--- src/hw/rtl/sliding_color_histogram_unit_defines.svh ---
// ----------------------------------------------------------------------------
// Assertion macros for the sliding color histogram unit
// Shared property shapes so that every checking module reports the same way.
// ----------------------------------------------------------------------------
`ifndef SLIDING_COLOR_HISTOGRAM_UNIT_DEFINES_SVH
`define SLIDING_COLOR_HISTOGRAM_UNIT_DEFINES_SVH

// A condition that must hold at every clock edge outside reset.
`define SCH_ASSERT_ALWAYS(label, clk, rst, cond) \
   label: assert property (@(posedge clk) disable iff (rst) (cond)) \
      else $error("sch invariant violated");

// A condition that must hold whenever a trigger holds.
`define SCH_ASSERT_IMPLY(label, clk, rst, pre, post) \
   label: assert property (@(posedge clk) disable iff (rst) (pre) |-> (post)) \
      else $error("sch implication violated");

`endif

--- src/hw/rtl/sch_pkg.sv ---
// ----------------------------------------------------------------------------
// Sliding color histogram package
// Command codes, decoded operations and the result word shared by all modules.
// ----------------------------------------------------------------------------
package sch_pkg;

   localparam int CMD_W   = 3;
   localparam int COLOR_W = 8;
   localparam int SUM_W   = 23;
   localparam int FRAC_W  = 16;
   localparam int PROB_W  = 17;

   localparam logic [CMD_W-1:0] CMD_PIXEL = 3'd0;
   localparam logic [CMD_W-1:0] CMD_START = 3'd1;
   localparam logic [CMD_W-1:0] CMD_END   = 3'd2;
   localparam logic [CMD_W-1:0] CMD_QUERY = 3'd3;
   localparam logic [CMD_W-1:0] CMD_CLEAR = 3'd4;

   localparam logic [COLOR_W-1:0] FULL_MASK = 8'hFF;
   localparam logic [SUM_W-1:0]   SUM_LIMIT = 23'h7FFFFF;
   localparam logic [PROB_W-1:0]  Q_ONE     = 17'h10000;

   typedef enum logic [2:0] {
      OP_PIXEL,
      OP_START,
      OP_END,
      OP_QUERY,
      OP_CLEAR
   } op_type;

   typedef struct packed {
      logic [SUM_W-1:0]  bin_count;
      logic [SUM_W-1:0]  total_pixels;
      logic [PROB_W-1:0] probability;
      logic              total_is_zero;
   } rsp_type;

endpackage

--- src/hw/rtl/sch_front.sv ---
// ----------------------------------------------------------------------------
// Sliding color histogram front end
// Decodes commands, quantizes colors and holds a two-word queue for the engine.
// ----------------------------------------------------------------------------
module sch_front #(
   parameter int  BINS_PER_AXIS = 16,
   localparam int AXIS_CELLS    = 255 / BINS_PER_AXIS + 1,
   localparam int SLOT_CELLS    = AXIS_CELLS * AXIS_CELLS * AXIS_CELLS,
   localparam int CELL_W        = (SLOT_CELLS > 1) ? $clog2(SLOT_CELLS) : 1
) (
   input  logic                          clock,
   input  logic                          reset,
   input  logic                          push,
   output logic                          full,
   input  logic [sch_pkg::CMD_W-1:0]     command,
   input  logic [sch_pkg::COLOR_W-1:0]   red,
   input  logic [sch_pkg::COLOR_W-1:0]   green,
   input  logic [sch_pkg::COLOR_W-1:0]   blue,
   input  logic [sch_pkg::COLOR_W-1:0]   mask,
   output logic                          q_valid,
   output sch_pkg::op_type               q_op,
   output logic [CELL_W-1:0]             q_cell,
   input  logic                          q_pop
);
   localparam int AXIS_W     = (AXIS_CELLS > 1) ? $clog2(AXIS_CELLS) : 1;
   // Reciprocal scaled by 2^16; exact for 8-bit channels and divisors up to 256.
   localparam int RECIP      = (65536 + BINS_PER_AXIS - 1) / BINS_PER_AXIS;

   logic [24:0]       prod_r, prod_g, prod_b;
   logic              keep;
   sch_pkg::op_type   dec_op;
   logic              enq, deq;

   sch_pkg::op_type   op_ff [0:1];
   logic [AXIS_W-1:0] ri_ff [0:1];
   logic [AXIS_W-1:0] gi_ff [0:1];
   logic [AXIS_W-1:0] bi_ff [0:1];
   logic              wr_ptr_ff, rd_ptr_ff;
   logic [1:0]        count_ff;

   assign prod_r = 25'(red) * 25'(RECIP);
   assign prod_g = 25'(green) * 25'(RECIP);
   assign prod_b = 25'(blue) * 25'(RECIP);

   // Unused codes and unmasked pixels change nothing, so they never reach the queue.
   always_comb begin
      keep   = 1'b1;
      dec_op = sch_pkg::OP_PIXEL;
      unique case (command)
         sch_pkg::CMD_PIXEL: begin
            keep = (mask == sch_pkg::FULL_MASK);
         end
         sch_pkg::CMD_START: dec_op = sch_pkg::OP_START;
         sch_pkg::CMD_END:   dec_op = sch_pkg::OP_END;
         sch_pkg::CMD_QUERY: dec_op = sch_pkg::OP_QUERY;
         sch_pkg::CMD_CLEAR: dec_op = sch_pkg::OP_CLEAR;
         default:            keep   = 1'b0;
      endcase
   end

   assign full    = (count_ff == 2'd2);
   assign enq     = push && !full && keep;
   assign q_valid = (count_ff != 2'd0);
   assign deq     = q_pop && q_valid;
   assign q_op    = op_ff[rd_ptr_ff];
   assign q_cell  = CELL_W'(ri_ff[rd_ptr_ff]) * CELL_W'(AXIS_CELLS * AXIS_CELLS)
                  + CELL_W'(gi_ff[rd_ptr_ff]) * CELL_W'(AXIS_CELLS)
                  + CELL_W'(bi_ff[rd_ptr_ff]);

   always_ff @(posedge clock) begin
      if (enq) begin
         op_ff[wr_ptr_ff] <= dec_op;
         ri_ff[wr_ptr_ff] <= prod_r[16 +: AXIS_W];
         gi_ff[wr_ptr_ff] <= prod_g[16 +: AXIS_W];
         bi_ff[wr_ptr_ff] <= prod_b[16 +: AXIS_W];
      end
      if (reset) begin
         wr_ptr_ff <= 1'b0;
         rd_ptr_ff <= 1'b0;
         count_ff  <= 2'd0;
      end else begin
         if (enq) wr_ptr_ff <= !wr_ptr_ff;
         if (deq) rd_ptr_ff <= !rd_ptr_ff;
         count_ff <= count_ff + 2'(enq) - 2'(deq);
      end
   end

endmodule

--- config.mk ---
export PLATFORM = sky130hd
export DESIGN_NAME = sch_front
export DESIGN_NICKNAME = d
export VERILOG_FILES = /design/src/hw/rtl/sliding_color_histogram_unit_defines.svh /design/src/hw/rtl/sch_pkg.sv /design/src/hw/rtl/sch_front.sv
export SDC_FILE = /design/constraint.sdc
export NUM_CORES = 1
export LEC_CHECK = 0
export BUFFER_PORTS_ARGS = -buffer_cell sky130_fd_sc_hd__buf_4
export CAP_MARGIN = 20
export CORE_MARGIN = 2
export CORE_UTILIZATION = 44
export CTS_BUF_LIST = sky130_fd_sc_hd__clkbuf_4
export DETAILED_ROUTE_END_ITERATION = 12
export PLACE_DENSITY = 0.77
export SYNTH_ARGS = -nofsm -noshare
export SYNTH_HDL_FRONTEND = slang
export SYNTH_SLANG_ARGS = --single-unit
--- constraint.sdc ---
create_clock -name clock -period 1.9 [get_ports clock]
set_input_delay 0.38 -clock clock [delete_from_list [all_inputs] [get_ports clock]]
set_output_delay 0.38 -clock clock [all_outputs]
set_load 0.02 [all_outputs]
==> metrics.txt <==
CP max FO=11; Setup-failing EPs final=0; synth top area cells=edfxtp_1, mux2_2, dfxtp_1; number of global-route vias before repair=860; Rows=20; DR pass1 iterations=4; Nets=175; I/O pin total=56; H-tree depth=2; leakage power=0.000757 uW; Gate Count Post-Synth=81; peak supply drop=0.000696 V; Worst Setup Start Kind=flip-flop; synth warn=0; share of Yosys cell area claimed by the top area cell type=65.2%; hold-critical path depth=1; CTS tree=yes; crit path time final=about 1.8 ns; Worst EP arrival=1.42 ns; relative slew slack=84.6%; Mapped Area=0.00138 mm2; worst hold path class=input pin to flip-flop; Max-cap violations=0; Layout Skew=about 0.0083 ns; antenna-violating nets left=0; pin count of the biggest net entering global routing=13; worst r2r path cells=8; Clock Sinks=35; drt via density=4.59; status=finished clean; synthesized flop and latch total=35; grt ovf=0; DRC Markers=0; DIE AREA=around 0.0036 mm2; Synth cell types=22; core region area=between 0.003 and 0.004 mm2; worst skew pair latency=between 0.3 and 0.4 ns; CTS Root Cell=clkbuf_4; f_max=around 550 MHz; Inserted Clock Buffers=5; unrepaired setup endpoints after global routing=false; syn avg cell area=17.1 um2; GRT Util Overall=about 14%; IO buf count=43; Ant. Diodes=0; worst hold slack=0.221 ns; Synth Net Count=122; die width=60.1 um; wire per inst=12.7 um; Initial Utilization=45.7%; clk slew on worst S/H paths=0.11 ns; Placer Congestion=0.651; kind of critical path=flip-flop to output port; top cell type by total area after synthesis=edfxtp_1; Power Total=2140 uW; initial antenna violation count=0; Setup crit end kind=output port; final slew viol count=0; sequential share of the synthesized area=between 70 and 80%; layout overhead on the synthesized area=35.7%; post-route clock period utilization=95.0%; dpl hpwl=1680 um; Die Height=approximately 60 um; share of cells above drive strength 1=57.8%; PwrDens=1140 mW/mm2; initial DRC count=14; final setup TNS=0 ns; Worst-Margin Slew=~0.23 ns; first-pass GRT wire length=about 3600 um; Post-Route WL=2280 um; CTS Buffer Depth=2; Final Hold Viols=0; worst endpoint required time=1.52 ns; routed vias=~820
logic make-up after synthesis:
family | Yosys count | share of synthesized area (%)
DFF | 35 | 72.4
AOI/OAI and AO/OA | 2 | 0.723
adders and majority gates | 2 | 1.81
muxes | 16 | 13.3
and+or+nand+nor | 18 | 8.33
buffers and inverters | 5 | 1.54
xor gates and xnor gates | 3 | 1.90
per-layer routing:
| metal | track usage (%) | wire [um] | vias up |
|---|---|---|---|
| met3 | 8.44 | 214 | 2 |
| met2 | 24.8 | 1170 | 30 |
| met1 | 14.3 | 875 | 384 |
| met5 | 0 | 0 | - |
| met4 | 4.76 | 22 | 0 |
| li1 | - | - | 406 |
cell type report:
cell class                      instances  area [um2]
Fill cell                             236        1150
Sequential cell                        35        1000
Timing Repair Buffer                   48         364
Multi-Input combinational cell         41         363
Tap cell                               44        55.1
Clock inverter                          3        43.8
Clock buffer                            5        37.5
Inverter                                3        11.3
what timing repair did:
action | CTS | global route
hold buffers | 0 | 0
endpoints found under the hold margin | 0 | 0
resized for setup | 1 | 1
buffers inserted | 0 | 0
pin swaps | 0 | 0
setup endpoints to repair | 11 | 11
placed cells by master (no fill, tap or decap), types with 2 or more instances in the layout:
cell type  instances
nor2b_1            2
edfxtp_1          30
nor2_1             4
clkbuf_4           5
dfxtp_1            4
xnor2_1            2
mux2_2            15
nand4_1            2
inv_1              3
and2b_1            2
buf_4             47
ha_1               2
through the flow:
step / setup WS (ns) / utilization, % / cells / cell area, um2
2_1_floorplan: 0.134 / - / 81 / 1390
3_3_place_gp: 0.183 / 59.1 / 171 / 1790
3_5_place_dp: 0.124 / 59.1 / 171 / 1790
4_1_cts: 0.0250 / 61.9 / 179 / 1870
5_1_grt: 0.0142 / 62.0 / 179 / 1880
6_report: 0.0951 / 62.0 / 179 / 1880
Yosys cell counts:
library cell	count
nor3b_1	1
buf_2	2
and2_1	1
and4_4	1
and2_4	1
edfxtp_1	30
ha_1	2
dfxtp_1	5
xnor2_1	2
nand4_1	2
inv_1	3
nor3_2	1
xor2_1	1
nor2_1	4
and2b_1	2
mux2_4	1
o21ai_1	1
o21ai_0	1
mux2_2	15
nor2b_1	3
nand2_1	1
or2_2	1
power breakdown:
group	leakage, uW	switching, uW	internal [uW]
registers	0.000318	36.9	923
clock network	0.0000452	238	277
logic	0.000394	320	346
total	0.000757	595	1550
worst max-delay path: stages, from the launching register on:
cell     delay [ns]
dfxtp_2        0.40
buf_6          0.18
mux2_2         0.35
buf_4          0.16
sequential cells by signal, summed over array words and instances (netlist names), named ones only:
| name | count |
|---|---|
| bi_ff | 8 |
| gi_ff | 8 |
| ri_ff | 8 |
| count_ff | 2 |
| rd_ptr_ff | 1 |
| wr_ptr_ff | 1 |
| op_ff | 6 |
final timing paths:
kind | start | to | slack, ns
worst min-delay path | blue[7] | bi_ff[0][3]$_DFFE_PP_ | 0.22
worst min register to register | rd_ptr_ff$_SDFFE_PP0P_ | flip-flop | 0.52
worst max register to register | count_ff[1]$_SDFF_PP0_ | count_ff[1]$_SDFF_PP0_ | 0.12
worst max-delay path | flip-flop | q_op[0] | 0.1
Power figures use the tool's default switching activity.
